`src/hdl/json_string_unescape_macros.svh`:
```
// assertion macros for the string unescape block
`ifndef JSON_STRING_UNESCAPE_MACROS_SVH
`define JSON_STRING_UNESCAPE_MACROS_SVH

`ifndef NO_ASSERTIONS
`define JSU_ASSERT_IMP(label, ante, cons, msg) \
    label: assert property (@(posedge i_clk) disable iff (!i_rst_n) (ante) |-> (cons)) \
        else $error(msg);
`define JSU_ASSERT_NXT(label, ante, cons, msg) \
    label: assert property (@(posedge i_clk) disable iff (!i_rst_n) (ante) |=> (cons)) \
        else $error(msg);
`else
`define JSU_ASSERT_IMP(label, ante, cons, msg)
`define JSU_ASSERT_NXT(label, ante, cons, msg)
`endif

`endif

```
`src/hdl/jsu_pkg.sv`:
```
package jsu_pkg;

    localparam int LENGTH_BITS = 16;
    localparam int UNIT_W      = 16;
    localparam int OUT_LEN_W   = 16;

    localparam logic [UNIT_W-1:0] CTRL_LIMIT = 16'h0020;

    typedef enum logic [2:0] {
        ST_CHAR    = 3'd0,
        ST_END     = 3'd1,
        ST_UNTERM  = 3'd2,
        ST_CTRL    = 3'd3,
        ST_BADHEX  = 3'd4,
        ST_BADESC  = 3'd5,
        ST_NOQUOTE = 3'd6
    } t_status;

    typedef struct packed {
        logic [UNIT_W-1:0]    unit;
        t_status              status;
        logic [OUT_LEN_W-1:0] length;
    } t_result;

    // count clipped to the reported length width
    function automatic logic [OUT_LEN_W-1:0] sat_length(input logic [LENGTH_BITS-1:0] count);
        logic [LENGTH_BITS+OUT_LEN_W-1:0] ext;
        logic [LENGTH_BITS+OUT_LEN_W-1:0] lim;
        ext = {{OUT_LEN_W{1'b0}}, count};
        lim = {{LENGTH_BITS{1'b0}}, {OUT_LEN_W{1'b1}}};
        if (ext > lim) begin
            sat_length = {OUT_LEN_W{1'b1}};
        end else begin
            sat_length = ext[OUT_LEN_W-1:0];
        end
    endfunction

endpackage

```
`src/hdl/json_string_unescape.sv`:
```
// throughput: one source beat per cycle while the result register is free (i_out_stall
// low or register empty), set by the input register feeding one step of decode logic into
// the result register; a source beat that gives no result still takes a decode step
// reset: synchronous active-low i_rst_n clears the decode state to idle and empties both
// registers
`include "json_string_unescape_macros.svh"

module json_string_unescape
    import jsu_pkg::*;
(
    input  logic                 i_clk,
    input  logic                 i_rst_n,
    input  logic                 i_in_valid,
    output logic                 o_in_stall,
    input  logic [UNIT_W-1:0]    i_code_unit,
    input  logic                 i_end_of_source,
    output logic                 o_out_valid,
    input  logic                 i_out_stall,
    output logic [UNIT_W-1:0]    o_out_unit,
    output logic [2:0]           o_status,
    output logic [OUT_LEN_W-1:0] o_string_length
);

    logic              r_in_valid;
    logic [UNIT_W-1:0] r_code_unit;
    logic              r_end_of_source;

    logic    w_go;
    logic    w_out_free;
    logic    w_res_valid;
    t_result w_res;
    t_result w_out_res;
    logic    w_accept;

    assign o_in_stall = r_in_valid && !w_out_free;
    assign w_accept   = i_in_valid && !o_in_stall;
    assign w_go       = r_in_valid && w_out_free;

    always_ff @(posedge i_clk) begin
        if (!i_rst_n) begin
            r_in_valid <= 1'b0;
        end else if (w_accept) begin
            r_in_valid <= 1'b1;
        end else if (w_go) begin
            r_in_valid <= 1'b0;
        end
    end

    always_ff @(posedge i_clk) begin
        if (w_accept) begin
            r_code_unit     <= i_code_unit;
            r_end_of_source <= i_end_of_source;
        end
    end

    jsu_core u_core (
        .i_clk           (i_clk),
        .i_rst_n         (i_rst_n),
        .i_go            (w_go),
        .i_code_unit     (r_code_unit),
        .i_end_of_source (r_end_of_source),
        .o_res_valid     (w_res_valid),
        .o_res           (w_res)
    );

    jsu_out_reg u_out_reg (
        .i_clk       (i_clk),
        .i_rst_n     (i_rst_n),
        .i_load      (w_go && w_res_valid),
        .i_res       (w_res),
        .i_out_stall (i_out_stall),
        .o_free      (w_out_free),
        .o_valid     (o_out_valid),
        .o_res       (w_out_res)
    );

    assign o_out_unit      = w_out_res.unit;
    assign o_status        = w_out_res.status;
    assign o_string_length = w_out_res.length;

    `JSU_ASSERT_IMP(a_err_unit_zero, o_out_valid && o_status != ST_CHAR, o_out_unit == '0, "non-char beat carries a unit")
    `JSU_ASSERT_IMP(a_len_only_end, o_out_valid && o_status != ST_END, o_string_length == '0, "length outside end beat")
    `JSU_ASSERT_IMP(a_stall_cause, o_in_stall, o_out_valid && i_out_stall, "input stalled with free result register")
    `JSU_ASSERT_NXT(a_silent_step, w_go && !w_res_valid && !(o_out_valid && i_out_stall), !o_out_valid, "result beat without cause")

endmodule

```
`src/hdl/jsu_core.sv`:
```
module jsu_core
    import jsu_pkg::*;
(
    input  logic              i_clk,
    input  logic              i_rst_n,
    input  logic              i_go,
    input  logic [UNIT_W-1:0] i_code_unit,
    input  logic              i_end_of_source,
    output logic              o_res_valid,
    output t_result           o_res
);

    typedef enum logic [1:0] {
        M_IDLE = 2'd0,
        M_STR  = 2'd1,
        M_ESC  = 2'd2,
        M_HEX  = 2'd3
    } t_mode;

    localparam logic [UNIT_W-1:0] CH_QUOTE  = 16'h0022;
    localparam logic [UNIT_W-1:0] CH_BSLASH = 16'h005C;
    localparam logic [UNIT_W-1:0] CH_SLASH  = 16'h002F;
    localparam logic [UNIT_W-1:0] CH_B      = 16'h0062;
    localparam logic [UNIT_W-1:0] CH_F      = 16'h0066;
    localparam logic [UNIT_W-1:0] CH_N      = 16'h006E;
    localparam logic [UNIT_W-1:0] CH_R      = 16'h0072;
    localparam logic [UNIT_W-1:0] CH_T      = 16'h0074;
    localparam logic [UNIT_W-1:0] CH_U      = 16'h0075;
    localparam logic [UNIT_W-1:0] CH_BS     = 16'h0008;
    localparam logic [UNIT_W-1:0] CH_FF     = 16'h000C;
    localparam logic [UNIT_W-1:0] CH_LF     = 16'h000A;
    localparam logic [UNIT_W-1:0] CH_CR     = 16'h000D;
    localparam logic [UNIT_W-1:0] CH_TAB    = 16'h0009;
    localparam logic [LENGTH_BITS-1:0] COUNT_MAX = {LENGTH_BITS{1'b1}};

    t_mode                  r_mode, n_mode;
    logic [1:0]             r_hex_cnt, n_hex_cnt;
    logic [UNIT_W-1:0]      r_hex_acc, n_hex_acc;
    logic [LENGTH_BITS-1:0] r_count, n_count;

    logic              w_fail;
    t_status           w_fail_status;
    logic              w_put;
    logic [UNIT_W-1:0] w_put_unit;
    logic              w_end;
    logic              w_hex_ok;
    logic [3:0]        w_hex_val;
    logic [UNIT_W-1:0] w_acc_next;

    // ascii hex digit decode
    always_comb begin
        w_hex_ok  = 1'b1;
        w_hex_val = 4'd0;
        if (i_code_unit inside {[16'h0030:16'h0039]}) begin
            w_hex_val = 4'(i_code_unit - 16'h0030);
        end else if (i_code_unit inside {[16'h0061:16'h0066]}) begin
            w_hex_val = 4'(i_code_unit - 16'h0057);
        end else if (i_code_unit inside {[16'h0041:16'h0046]}) begin
            w_hex_val = 4'(i_code_unit - 16'h0037);
        end else begin
            w_hex_ok = 1'b0;
        end
    end

    assign w_acc_next = {r_hex_acc[UNIT_W-5:0], w_hex_val};

    always_comb begin
        n_mode        = r_mode;
        n_hex_cnt     = r_hex_cnt;
        n_hex_acc     = r_hex_acc;
        n_count       = r_count;
        w_fail        = 1'b0;
        w_fail_status = ST_NOQUOTE;
        w_put         = 1'b0;
        w_put_unit    = i_code_unit;
        w_end         = 1'b0;
        case (r_mode)
            M_IDLE: begin
                if (!i_end_of_source && i_code_unit == CH_QUOTE) begin
                    n_mode    = M_STR;
                    n_count   = '0;
                    n_hex_cnt = 2'd0;
                    n_hex_acc = '0;
                end else begin
                    w_fail        = 1'b1;
                    w_fail_status = ST_NOQUOTE;
                end
            end
            M_STR: begin
                if (i_end_of_source) begin
                    w_fail        = 1'b1;
                    w_fail_status = ST_UNTERM;
                end else if (i_code_unit == CH_QUOTE) begin
                    w_end  = 1'b1;
                    n_mode = M_IDLE;
                end else if (i_code_unit < CTRL_LIMIT) begin
                    w_fail        = 1'b1;
                    w_fail_status = ST_CTRL;
                end else if (i_code_unit == CH_BSLASH) begin
                    n_mode = M_ESC;
                end else begin
                    w_put = 1'b1;
                end
            end
            M_ESC: begin
                if (i_end_of_source) begin
                    w_fail        = 1'b1;
                    w_fail_status = ST_BADESC;
                end else begin
                    n_mode = M_STR;
                    case (i_code_unit)
                        CH_B: begin
                            w_put      = 1'b1;
                            w_put_unit = CH_BS;
                        end
                        CH_F: begin
                            w_put      = 1'b1;
                            w_put_unit = CH_FF;
                        end
                        CH_N: begin
                            w_put      = 1'b1;
                            w_put_unit = CH_LF;
                        end
                        CH_R: begin
                            w_put      = 1'b1;
                            w_put_unit = CH_CR;
                        end
                        CH_T: begin
                            w_put      = 1'b1;
                            w_put_unit = CH_TAB;
                        end
                        CH_QUOTE, CH_BSLASH, CH_SLASH: begin
                            w_put = 1'b1;
                        end
                        CH_U: begin
                            n_mode    = M_HEX;
                            n_hex_cnt = 2'd0;
                            n_hex_acc = '0;
                        end
                        default: begin
                            w_fail        = 1'b1;
                            w_fail_status = ST_BADESC;
                        end
                    endcase
                end
            end
            M_HEX: begin
                if (i_end_of_source || !w_hex_ok) begin
                    w_fail        = 1'b1;
                    w_fail_status = ST_BADHEX;
                end else if (r_hex_cnt == 2'd3) begin
                    w_put      = 1'b1;
                    w_put_unit = w_acc_next;
                    n_mode     = M_STR;
                    n_hex_cnt  = 2'd0;
                    n_hex_acc  = '0;
                end else begin
                    n_hex_cnt = r_hex_cnt + 2'd1;
                    n_hex_acc = w_acc_next;
                end
            end
            default: begin
                n_mode = M_IDLE;
            end
        endcase

        if (w_fail) begin
            n_mode    = M_IDLE;
            n_hex_cnt = 2'd0;
            n_hex_acc = '0;
        end
        if (w_put && r_count != COUNT_MAX) begin
            n_count = r_count + 1'b1;
        end
    end

    always_comb begin
        o_res_valid = w_fail || w_put || w_end;
        o_res       = '{unit: '0, status: ST_CHAR, length: '0};
        if (w_fail) begin
            o_res.status = w_fail_status;
        end else if (w_end) begin
            o_res.status = ST_END;
            o_res.length = sat_length(r_count);
        end else begin
            o_res.unit = w_put_unit;
        end
    end

    always_ff @(posedge i_clk) begin
        if (!i_rst_n) begin
            r_mode    <= M_IDLE;
            r_hex_cnt <= 2'd0;
            r_hex_acc <= '0;
            r_count   <= '0;
        end else if (i_go) begin
            r_mode    <= n_mode;
            r_hex_cnt <= n_hex_cnt;
            r_hex_acc <= n_hex_acc;
            r_count   <= n_count;
        end
    end

endmodule

```
`src/hdl/jsu_out_reg.sv`:
```
module jsu_out_reg
    import jsu_pkg::*;
(
    input  logic    i_clk,
    input  logic    i_rst_n,
    input  logic    i_load,
    input  t_result i_res,
    input  logic    i_out_stall,
    output logic    o_free,
    output logic    o_valid,
    output t_result o_res
);

    logic    r_valid;
    t_result r_res;

    assign o_free  = !r_valid || !i_out_stall;
    assign o_valid = r_valid;
    assign o_res   = r_res;

    always_ff @(posedge i_clk) begin
        if (!i_rst_n) begin
            r_valid <= 1'b0;
        end else if (i_load) begin
            r_valid <= 1'b1;
        end else if (!i_out_stall) begin
            r_valid <= 1'b0;
        end
    end

    always_ff @(posedge i_clk) begin
        if (i_load) begin
            r_res <= i_res;
        end
    end

endmodule

```
`config.mk`:
```
export PLATFORM = sky130hd
export DESIGN_NAME = json_string_unescape
export DESIGN_NICKNAME = d
export VERILOG_FILES = /design/src/hdl/jsu_pkg.sv /design/src/hdl/json_string_unescape.sv /design/src/hdl/jsu_core.sv /design/src/hdl/jsu_out_reg.sv
export VERILOG_INCLUDE_DIRS = /design/src /design/src/hdl
export SDC_FILE = /design/constraint.sdc
export NUM_CORES = 1
export LEC_CHECK = 0
export BUFFER_PORTS_ARGS = -buffer_cell sky130_fd_sc_hd__buf_2
export CELL_PAD_IN_SITES_DETAIL_PLACEMENT = 1
export CELL_PAD_IN_SITES_GLOBAL_PLACEMENT = 2
export CORE_ASPECT_RATIO = 1.75
export CORE_MARGIN = 1.5
export CORE_UTILIZATION = 37
export CTS_CLUSTER_DIAMETER = 120
export CTS_CLUSTER_SIZE = 25
export DETAILED_ROUTE_END_ITERATION = 10
export HOLD_SLACK_MARGIN = 0.15
export PLACE_DENSITY = 0.81
export SLEW_MARGIN = 20
export SYNTH_ARGS = -nofsm -noshare
export SYNTH_HDL_FRONTEND = slang
export SYNTH_SLANG_ARGS = --single-unit
```
`constraint.sdc`:
```
create_clock -name i_clk -period 4.8 [get_ports i_clk]
set_clock_uncertainty 0.15 [all_clocks]
set_input_delay 0.24 -clock i_clk [delete_from_list [all_inputs] [get_ports i_clk]]
set_output_delay 0.24 -clock i_clk [all_outputs]
set_load 0.05 [all_outputs]
```
==> After elaboration in Yosys (flattened, before gate mapping) <==
Index checks and enable logic that the tools add are counted.
{ "totals": {"register_bits": 86, "latchBits": 0, "mem_bits_rw": 0, "mem_bits_ro": 0, "input_bits": 21, "output_inout_bits": 37, "elab_cells": 149, "memories": 0} }
{ "op_classes": {"n_addsub": 5, "multipliers": 0, "div_mod_pow": 0, "order_cmp": 7, "eq_ne": 23, "shift": 0, "n_mux": 71, "bitwise_logic": 1, "reduce_logical": 31} }
{ "op_table": {"columns": ["op", "count"], "rows": [
  ["$eq A16 B7 Y1 const B", 7],
  ["$mux W16", 6],
  ["$pmux W16 S5", 1],
  ["$mux W12", 5],
  ["$mux W2", 18],
  ["$pmux W12 S3", 1],
  ["$eq A16 B6 Y1 const B", 2],
  ["$ge A16 B7 Y1 const B", 2],
  ["$le A16 B7 Y1 const B", 2],
  ["$pmux W16 S2", 1],
  ["$mux W1", 25],
  ["$mux W17", 1],
  ["$add A16 B1 Y16 const B", 1],
  ["$ge A16 B6 Y1 const B", 1],
  ["$le A16 B6 Y1 const B", 1],
  ["$lt A16 B6 Y1 const B", 1],
  ["$ne A16 B16 Y1 const B", 1],
  ["$mux W3", 5],
  ["$mux W4", 3],
  ["$ne A3 B2 Y1 const B", 4],
  ["$pmux W3 S4", 1],
  ["$logic_and A1 B1 Y1", 9],
  ["$reduce_or A9 Y1", 1],
  ["$pmux W2 S4", 1],
  ["23 further kinds", 38]
]} }

==> Depth between registers and ports, before layout <==
Gate-level depths: netlist of the first run.
{ "logic_depth": {"word_depth": 13, "mapped_depth": 12, "mapped_depth_nobuf": 9} }

==> By module <==
Synthesis of the first run repeated with hierarchy kept, for this count alone.
{ "unflattened": {"hier_cells": 459, "hier_area_um2": 4644.5} }
{ "by_module_without_submodules": {"columns": ["module", "instances", "cells_each", "area_each_um2", "seq_area_each_um2"], "rows": [
  ["jsu_core", 1, 397, 2987.9, 640.6],
  ["jsu_out_reg", 1, 39, 1086.0, 1071.0],
  ["json_string_unescape", 1, 23, 570.5, 530.5]
]} }

==> Least setup slack after synthesis of the first run <==
Ideal clock, no wire load.
{ "synth_timing": {"path_kind": "register -> register", "startpoint": "register r_code_unit[0]", "endpoint": "register u_out_reg.r_res (netlist bit u_out_reg.o_res[0]) (enable)", "setup_ns": 0.439, "arrival_ns": 3.802, "required_time_ns": 4.211, "slack_ns": 0.410, "stages_incl_launch_ff": 10, "path_buffers": 0, "period_less_slack_ns": 4.390, "path_cell_list": "edfxtp_1 > inv_1 > ha_1 > nor4b_2 > nand4_1 > nor3b_4 > o31ai_1 > a221oi_1 > a21o_1 > a21oi_1"} }
{ "synth_between": {"elab_chain_len": 12, "word_cells_on_any_way": 49, "cone_classes": "order compare (7); eq/ne (9); mux (22); reduce/logical (11)"} }
{ "synth_rtl": {"columns": ["element", "line", "text"], "rows": [
  ["start, declared", "json_string_unescape.sv:25", "logic [UNIT_W-1:0] r_code_unit;"],
  ["start signal, assigned", "json_string_unescape.sv:51", "r_code_unit <= i_code_unit;"],
  ["$ge A16 B7 Y1 or $le A16 B7 Y1 (tied branches)", "jsu_core.sv:58", "end else if (i_code_unit inside {[16'h0041:16'h0046]}) begin"],
  ["$logic_and A1 B1 Y1", "jsu_core.sv:58", null],
  ["$mux W1", "jsu_core.sv:58", null],
  ["$mux W1", "jsu_core.sv:56", "end else if (i_code_unit inside {[16'h0061:16'h0066]}) begin"],
  ["$mux W1", "jsu_core.sv:54", "if (i_code_unit inside {[16'h0030:16'h0039]}) begin"],
  ["$logic_not A1 Y1", "jsu_core.sv:148", "if (i_end_of_source || !w_hex_ok) begin"],
  ["$logic_or A1 B1 Y1", "jsu_core.sv:148", null],
  ["$mux W1", "jsu_core.sv:148", null],
  ["$pmux W1 S4 or $pmux W1 S3 (tied branches)", "jsu_core.sv:77", "case (r_mode)"],
  ["$logic_or A1 B1 Y1", "jsu_core.sv:178", "o_res_valid = w_fail || w_put || w_end;"],
  ["$logic_or A1 B1 Y1 (*)", "jsu_core.sv:178", null],
  ["$logic_and A1 B1 Y1 (*)", "json_string_unescape.sv:69", ".i_load (w_go && w_res_valid),"],
  ["via u_out_reg.i_load", "jsu_out_reg.sv:6", "input logic i_load,"],
  ["end signal, assigned", "jsu_out_reg.sv:33", "r_res <= i_res;"],
  ["end, declared", "jsu_out_reg.sv:15", "t_result r_res;"]
]} }
The timed path passes the listed nets; every way through them passes the cells marked *.
A chain may end at the register's enable or synchronous reset.

==> Final worst setup path of the first run <==
{ "layout_timing": {"startpoint": "register r_code_unit[0]", "endpoint": "register u_core.r_hex_acc[1]"} }
{ "layout_between": {"elab_chain_len": 11, "word_cells_on_any_way": 50, "cone_classes": "add/sub (3); order compare (7); eq/ne (13); mux (18); reduce/logical (9)"} }
{ "layout_rtl": {"columns": ["element", "line", "text"], "rows": [
  ["$ge A16 B7 Y1 or $le A16 B7 Y1 (tied branches)", "jsu_core.sv:58", null],
  ["$logic_and A1 B1 Y1", "jsu_core.sv:58", null],
  ["$mux W1", "jsu_core.sv:58", null],
  ["$mux W1", "jsu_core.sv:56", null],
  ["$mux W1", "jsu_core.sv:54", null],
  ["$logic_not A1 Y1", "jsu_core.sv:148", null],
  ["$logic_or A1 B1 Y1", "jsu_core.sv:148", null],
  ["$mux W1", "jsu_core.sv:148", null],
  ["$pmux W1 S4", "jsu_core.sv:77", null],
  ["$ne A3 B2 Y1 (no source line) (tied with other cells)", null, null],
  ["$reduce_and A6 Y1 (no source line)", null, null],
  ["end signal, assigned", "jsu_core.sv:199", "r_hex_acc <= n_hex_acc;"],
  ["end, declared", "jsu_core.sv:38", "logic [UNIT_W-1:0] r_hex_acc, n_hex_acc;"]
]} }
Several ways; a longest one is shown, not always the timed one. The select of a mux whose other input is x is not followed.

==> results.py, run 1 <==
metrics = {
    "sta": {
        "finalSetupViolations": 0,
        "maxSlewViolCount": 0,
        "finalHoldViolCount": 0,
        "tightestPinTransition_ps": 978,
        "fmax_mhz": 268,
        "grt_setup_unrepaired": "no",
        "finalSetupTns_ps": 0,
        "period_minus_slack_ps": 3730,
        "fin_crit_sh_pct": 77.8,
        "slew-limit-headroom_pct": 34.8,
    },
    "synthesis": {
        "synth.area.top_cells": "edfxtp_1, dfxtp_1, nand2_1, mux2i_1, a21oi_1",
        "avgSynthCellArea_sq_um": 10.3,
        "ys_ff_latch": 86,
        "synth_warnings": 0,
        "synth_seq_area_share_pct": 48.3,
        "synth_simple_gate_area_share_pct": 22.0,
        "synth-xor-area-share_pct": 0.755,
        "synth_top_family_by_area": "simple AND/OR/NAND/NOR gates",
        "synth_edf_count": 52,
        "yosysUniqueCellTypes": 67,
        "synthCells": 452,
        "async_flop_share_pct": 0,
        "syn_nets": 483,
        "syn_area_sq_mm": 0.00464,
        "synthFlopType": "edfxtp_1",
        "synth_compound_area_share_pct": 18.9,
        "yosys.area.top_type": "edfxtp_1",
        "synth_top_cell_area_share_pct": 33.7,
        "synth_fa_ha_area_share_pct": 2.70,
        "synth.area.mux_share_pct": 3.45,
    },
    "clocking": {
        "clk_path_buf_depth": 2,
        "htreeDepth": 3,
        "cts_tree": "built",
        "clock-root-buffer": "clkbuf_16",
        "cts.sink_count": 86,
        "numCtsBuffers": 9,
        "clkLatencyLatePin_ps": 350,
        "cts.reportedPaths.clkPinSlew_ps": 70,
        "cts_resized": 0,
    },
    "critical_path": {
        "worst_setup_path_start_kind": "register",
        "crit_path_max_incr_delay_ps": 860,
        "crit_slowest_cell": "a221oi_4",
        "arrival_ps": 3850,
        "cp_top_family": "compound AO/OA/AOI/OAI gates",
        "worstSetupPathType": "register to register",
        "cp.required_ps": 4920,
        "crit_chain": "inv_1 > ha_1 > nor4b_2 > nand4_1 > nor3b_4 > o31ai_1 > a211oi_2 > a221oi_4 > mux2i_1",
        "path_max_fanout": 14,
        "cp.buffers_inverters": 1,
        "end_kind": "register",
    },
    "placed_design": {
        "gp_congestion": 0.916,
        "port_buffers": 57,
        "dp_hpwl_um": 10700,
    },
    "die": {
        "io-pin-count": 58,
        "die_area_sq_mm": 0.0132,
        "die_h_um": 151,
        "rows": 54,
        "fp.dieW_um": 87.6,
        "start_util_pct": 37.5,
        "coreArea_sq_mm": 0.0124,
    },
    "grt": {
        "grt_pass1_wl_um": 22400,
        "grt_max_degree": 26,
        "overflow": 0,
        "grt_pass1_vias": 4188,
        "antenna_found_initial": 0,
        "grt.total_usage_pct": 22.7,
    },
    "run": {
        "drv_cap": 0,
    },
    "drt": {
        "ant_nets": 0,
        "route.detailed.wl_per_inst_um": 20.6,
        "drcViolationCount": 0,
        "drtPass1Iterations": 4,
        "vias": 4008,
        "wirelength_um": 14300,
        "vias_per_cell": 5.76,
        "drt_iter0_drc": 162,
    },
    "power_and_ir_drop": {
        "p_per_area_mw_per_mm2": 307,
        "p_leak_nw": 1.94,
        "ir_worst_vdd_mv": 0.157,
        "p_total_mw": 1.71,
    },
    "cells_and_area": {
        "finalNetCount": 554,
        "syn2layout_area_growth_pct": 20.4,
        "fin_util_pct": 45.2,
        "antenna_cells": 0,
        "drive_above_1_share_pct": 19.9,
    },
    "hold_path": {
        "min_path_type": "input pin to register",
    },
    "outcome": {
        "status": "finished, final reports clean",
    },
}
[area by class of cell]
class                   instances  area, sq um
multi-input cells             327         2230
flip-flops and latches         86         2240
fillers                      1433         6780
inverters                      13         48.8
repair buffers                 86          561
well taps                     168          210
clock buffers                  10          239
clock inverters                 6         52.6
[synthesized netlist by cell type (all sizes together), types with 5 or more instances]
cell / number
nor4: 9
a21oi: 32
o21ai: 17
dfxtp: 34
or4: 7
o41ai: 7
o31ai: 12
edfxtp: 52
inv: 13
nor2: 35
clkbuf: 16
a2111o: 9
nor3b: 18
mux2i: 16
nand3: 14
ha: 10
buf: 10
o31a: 5
and3: 7
nor3: 9
nand4: 6
nor4b: 6
nand2: 46
[logic make-up after synthesis]
group,count (synthesis)
buffers and inverters,39
AND/OR/NAND/NOR,177
XOR/XNOR,4
adder cells (fa/ha/maj),10
AO/OA/AOI/OAI,120
multiplexers,16
flip-flops,86
[routing by layer]
layer	up-vias	track usage [%]	routed length, um
li1	1882	-	-
met1	1998	22.4	5250
met2	87	43.3	8080
met3	41	3.54	302
met4	0	12.8	684
met5	-	0	0
[state kept, by name, summed over array words and instances, names as in the netlist]
signal             count
u_out_reg.o_res       35
r_code_unit           16
u_core.r_count        16
u_core.r_hex_acc      12
u_core.r_hex_cnt       2
u_core.r_mode          2
r_end_of_source        1
r_in_valid             1
u_out_reg.o_valid      1
[repair_timing]
item                                   4_1_cts  5_1_grt
hold buffers                                18        0
endpoints found under the hold margin       18        0
buffers inserted                             0        0
[power breakdown]
| part | switching (mW) | total [mW] | internal [mW] |
|---|---|---|---|
| Combinational | 0.134 | 0.193 | 0.0590 |
| Sequential | 0.0228 | 0.833 | 0.810 |
| Clock | 0.313 | 0.686 | 0.373 |
| Total | 0.470 | 1.71 | 1.24 |
[through the flow]
step                cell area [sq um]  worst slack [ps]  hold slack, ps  cells
floorplan                        4640               410             189    452
global placement                 5110              1140             268    662
detailed placement               5110              1110             269    662
CTS                              5580              1050             189    696
global route                     5580               803             226    696
finish                           5580              1070             191    696
[path summary, 6_finish.rpt]
check                           slack [ps]  depth (start not counted)                 from                   to
worst max-delay path                  1070                          9       r_code_unit[0]  u_core.r_hex_acc[1]
worst min-delay path                   190                          3          i_out_stall    u_out_reg.o_valid
worst max register to register        1070                          9       r_code_unit[0]  u_core.r_hex_acc[1]
worst min register to register         330                          2  u_core.r_hex_cnt[0]  u_core.r_hex_cnt[0]
[tightest hold or removal path: cells and delay by family]
kind / cells / cell delay (ps)
compound gates: 1 / 150
buf+inv: 1 / 110
simple gates: 1 / 120
[cells in the final DEF, fill, tap and decap left out, drive strengths merged, types with 4 or more instances in the layout]
| cell | n |
|---|---|
| nor3b | 18 |
| o41ai | 7 |
| clkbuf | 10 |
| a31oi | 4 |
| buf | 68 |
| edfxtp | 52 |
| ha | 10 |
| nor2 | 35 |
| nor4 | 9 |
| a2111o | 9 |
| nand3 | 14 |
| o31a | 5 |
| o21ai | 17 |
| dfxtp | 34 |
| nand4 | 6 |
| and4 | 4 |
| or4 | 7 |
| nand2 | 46 |
| a21oi | 32 |
| and3 | 7 |
| inv | 16 |
| nor4b | 6 |
| a221oi | 4 |
| mux2i | 16 |
| o31ai | 12 |
| nor3 | 9 |
| dlygate4sd3 | 18 |
Note: power is estimated with default switching activity, not from simulation.
==> inputs of run 2 (changes only) <==
--- a/config.mk
+++ b/config.mk
@@ -11,12 +11,12 @@
 export CELL_PAD_IN_SITES_GLOBAL_PLACEMENT = 2
 export CORE_ASPECT_RATIO = 1.75
 export CORE_MARGIN = 1.5
-export CORE_UTILIZATION = 37
+export CORE_UTILIZATION = 34
 export CTS_CLUSTER_DIAMETER = 120
 export CTS_CLUSTER_SIZE = 25
 export DETAILED_ROUTE_END_ITERATION = 10
 export HOLD_SLACK_MARGIN = 0.15
-export PLACE_DENSITY = 0.81
+export PLACE_DENSITY = 0.78
 export SLEW_MARGIN = 20
 export SYNTH_ARGS = -nofsm -noshare
 export SYNTH_HDL_FRONTEND = slang
==> constraint.sdc (replaced) <==
create_clock -name i_clk -period 3 [get_ports i_clk]
set_clock_uncertainty 0.15 [all_clocks]
set_input_delay 0.15 -clock i_clk [delete_from_list [all_inputs] [get_ports i_clk]]
set_output_delay 0.15 -clock i_clk [all_outputs]
set_load 0.05 [all_outputs]
==> run 2 against run 1 <==
- the run now ends with negative setup slack left
- global-route usage up 0.12 points
- maximum frequency up 21%
- highest routed layer unchanged
- largest power group unchanged
- critical endpoint is now u_out_reg.o_res[30]
- count of clock-buffer cells in the layout did not move
- critical path depth is 3 higher
- sequential cell count unchanged
- non-clock buffer count is 88 higher
- sequential power grew 58%
- worst setup slack worse by 1200 ps
- largest cell class is now multi-input combinational cells
- routed wire length rose by 16%
- combinational power is 120% higher
==> results.py, run 2 (synthesis results as in run 1) <==
metrics = {
    "sta": {
        "fin_ws_ps": -84.2,
        "maxSlewViolCount": 0,
        "finalHoldViolCount": 0,
        "grt_setup_unrepaired": "yes",
        "tightestPinTransition_ps": 625,
        "finalSetupViolations": 37,
        "hold_ws_ps": 322,
        "fin_crit_sh_pct": 103,
        "slew-limit-headroom_pct": 57.9,
        "period_minus_slack_ps": 3080,
        "fmax_mhz": 324,
    },
    "critical_path": {
        "cp.buffers_inverters": 6,
        "cp.depth": 12,
        "cp_top_family": "compound AO/OA/AOI/OAI gates",
        "r2r_slack_ps": -80,
        "path_max_fanout": 6,
        "worst_setup_path_start_kind": "register",
        "arrival_ps": 3040,
        "reg2regPathDepth": 12,
        "cpMostUsedCell": "buf_4",
        "critPathLaunch": "r_code_unit[0]",
        "crit_end": "u_out_reg.o_res[30]",
        "crit_slowest_cell": "edfxtp_1",
        "end_kind": "register",
        "worstSetupPathType": "register to register",
        "crit_path_max_incr_delay_ps": 480,
        "r2r-end": "u_out_reg.o_res[30]",
        "crit_chain": "inv_2 > buf_4 > ha_4 > and3_1 > o31a_1 > o31a_1 > buf_4 > o31ai_4 > buf_4 > a21oi_4 > buf_12 > clkbuf_16",
        "r2r-start": "r_code_unit[0]",
        "cp.required_ps": 2960,
    },
    "clocking": {
        "cts_tree": "built",
        "cts.reportedPaths.clkPinSlew_ps": 70,
        "numCtsBuffers": 9,
        "clkLatencyLatePin_ps": 340,
        "clock-root-buffer": "clkbuf_16",
        "htreeDepth": 3,
        "clk_path_buf_depth": 2,
        "cts.sink_count": 86,
    },
    "die": {
        "rows": 56,
        "fp.dieW_um": 91.3,
        "start_util_pct": 34.7,
        "coreArea_sq_mm": 0.0134,
        "io-pin-count": 58,
        "die_h_um": 158,
        "die_area_sq_mm": 0.0144,
    },
    "grt": {
        "grt_pass1_wl_um": 24700,
        "antenna_found_initial": 0,
        "grt_pass1_vias": 4598,
        "grt.total_usage_pct": 22.8,
        "overflow": 0,
        "grt_max_degree": 22,
    },
    "placed_design": {
        "dp_cells": 723,
        "gp_congestion": 0.942,
        "port_buffers": 57,
        "dp_hpwl_um": 12100,
        "placed_area_sq_mm": 0.00563,
    },
    "power_and_ir_drop": {
        "p_total_mw": 2.99,
        "p_leak_nw": 2.45,
        "p_sw_mw": 0.773,
        "pwr-share-seq_pct": 44.3,
        "ir_worst_vdd_mv": 0.212,
        "p_sw_share_pct": 25.8,
        "pwr-share-clk_pct": 41.5,
        "comb_power_share_pct": 14.3,
        "p_per_area_mw_per_mm2": 447,
        "internal_power_mw": 2.22,
    },
    "drt": {
        "vias_per_cell": 5.53,
        "vias": 4366,
        "ant_nets": 0,
        "wirelength_um": 16600,
        "drt_iter0_drc": 131,
        "drcViolationCount": 0,
        "drtPass1Iterations": 4,
        "route.detailed.wl_per_inst_um": 20.9,
    },
    "cells_and_area": {
        "fillers": 1513,
        "fin_area_sq_mm": 0.00670,
        "syn2layout_area_growth_pct": 44.3,
        "antenna_cells": 0,
        "drive_above_1_share_pct": 36.2,
        "register_area_sq_mm": 0.00224,
        "largest_reg_flops": 35,
        "multi_input_area_sq_mm": 0.00251,
        "finalNetCount": 642,
        "final_cell_mix": "buf_4, buf_2, edfxtp_1",
        "layout_commonest_cell": "buf_4",
        "fin_util_pct": 50.0,
        "fin_cells": 790,
    },
    "outcome": {
        "status": "finished with violations",
        "violations": "negative setup slack",
    },
    "run": {
        "drv_cap": 0,
    },
    "hold_path": {
        "min_path_type": "register to register",
        "min-delay-start": "u_core.r_hex_acc[9]",
    },
}
-- run 2: cell types whose count changed in the layout (fill, tap and decap cells not counted), sizes merged --
cell	previous run	this run
buf	68	151
dlygate4sd3	18	22
inv	16	14
clkinvlp	2	1
clkbuf	10	11
bufinv	0	2
clkinv	1	2
-- run 2: worst register-to-register path: stages (launching register included) --
cell	delay, ps
edfxtp_1	480
inv_2	90
buf_4	160
ha_4	160
and3_1	180
o31a_1	350
o31a_1	340
buf_4	150
o31ai_4	230
buf_4	170
a21oi_4	70
buf_12	150
clkbuf_16	150
-- run 2: worst min path at each step --
stage | end | slack (ps) | depth (start not counted)
3_3_place_gp | r_code_unit[2] | 180 | 1
2_1_floorplan | r_code_unit[0] | 100 | 0
6_report | u_core.r_hex_acc[9] | 320 | 2
4_1_cts | u_core.r_hex_acc[10] | 320 | 2
3_5_place_dp | r_code_unit[15] | 180 | 1
5_1_grt | u_core.r_hex_acc[9] | 340 | 2
-- run 2: through the flow --
step,setup TNS (ps),setup slack (ps)
global placement,-10630,-253
floorplan,-3380,-96.7
finish,-2420,-84.2
global route,-5830,-133
CTS,0,2.74
detailed placement,-14280,-300
-- run 2: area by class of cell --
type	count	area share, %
Timing Repair Buffer	174	20.1
Tap cell	174	3.25
Clock inverter	6	1.40
Inverter	13	0.729
Multi-Input combinational cell	327	37.4
Sequential cell	86	33.5
Clock buffer	10	3.57
-- run 2: power by group through the flow --
stage | Sequential (mW) | Clock [mW] | Combinational, mW
final | 1.32 | 1.24 | 0.427
after global routing | 1.33 | 1.31 | 0.451
after CTS | 1.32 | 1.27 | 0.390
after detailed placement | 1.35 | 0 | 0.354
after global placement | 1.35 | 0 | 0.350
after floorplan | 1.43 | 0 | 0.135
-- run 2: repair_timing --
item / CTS / global route
gates resized for setup: 19 / 34
endpoints found under the hold margin: 19 / 0
cloned: 0 / 3
hold buffers: 22 / 0
buffers inserted: 8 / 18
pin swaps: 4 / 11
setup endpoints to repair: 93 / 74
-- run 2: routing by layer --
layer / up-vias / global-route usage, % / part of all wire, %
li1: 2068 / - / -
met1: 2145 / 20.1 / 33
met2: 95 / 46.0 / 59
met3: 58 / 3.67 / 2.4
met4: 0 / 14.9 / 5.7
met5: - / 0 / 0
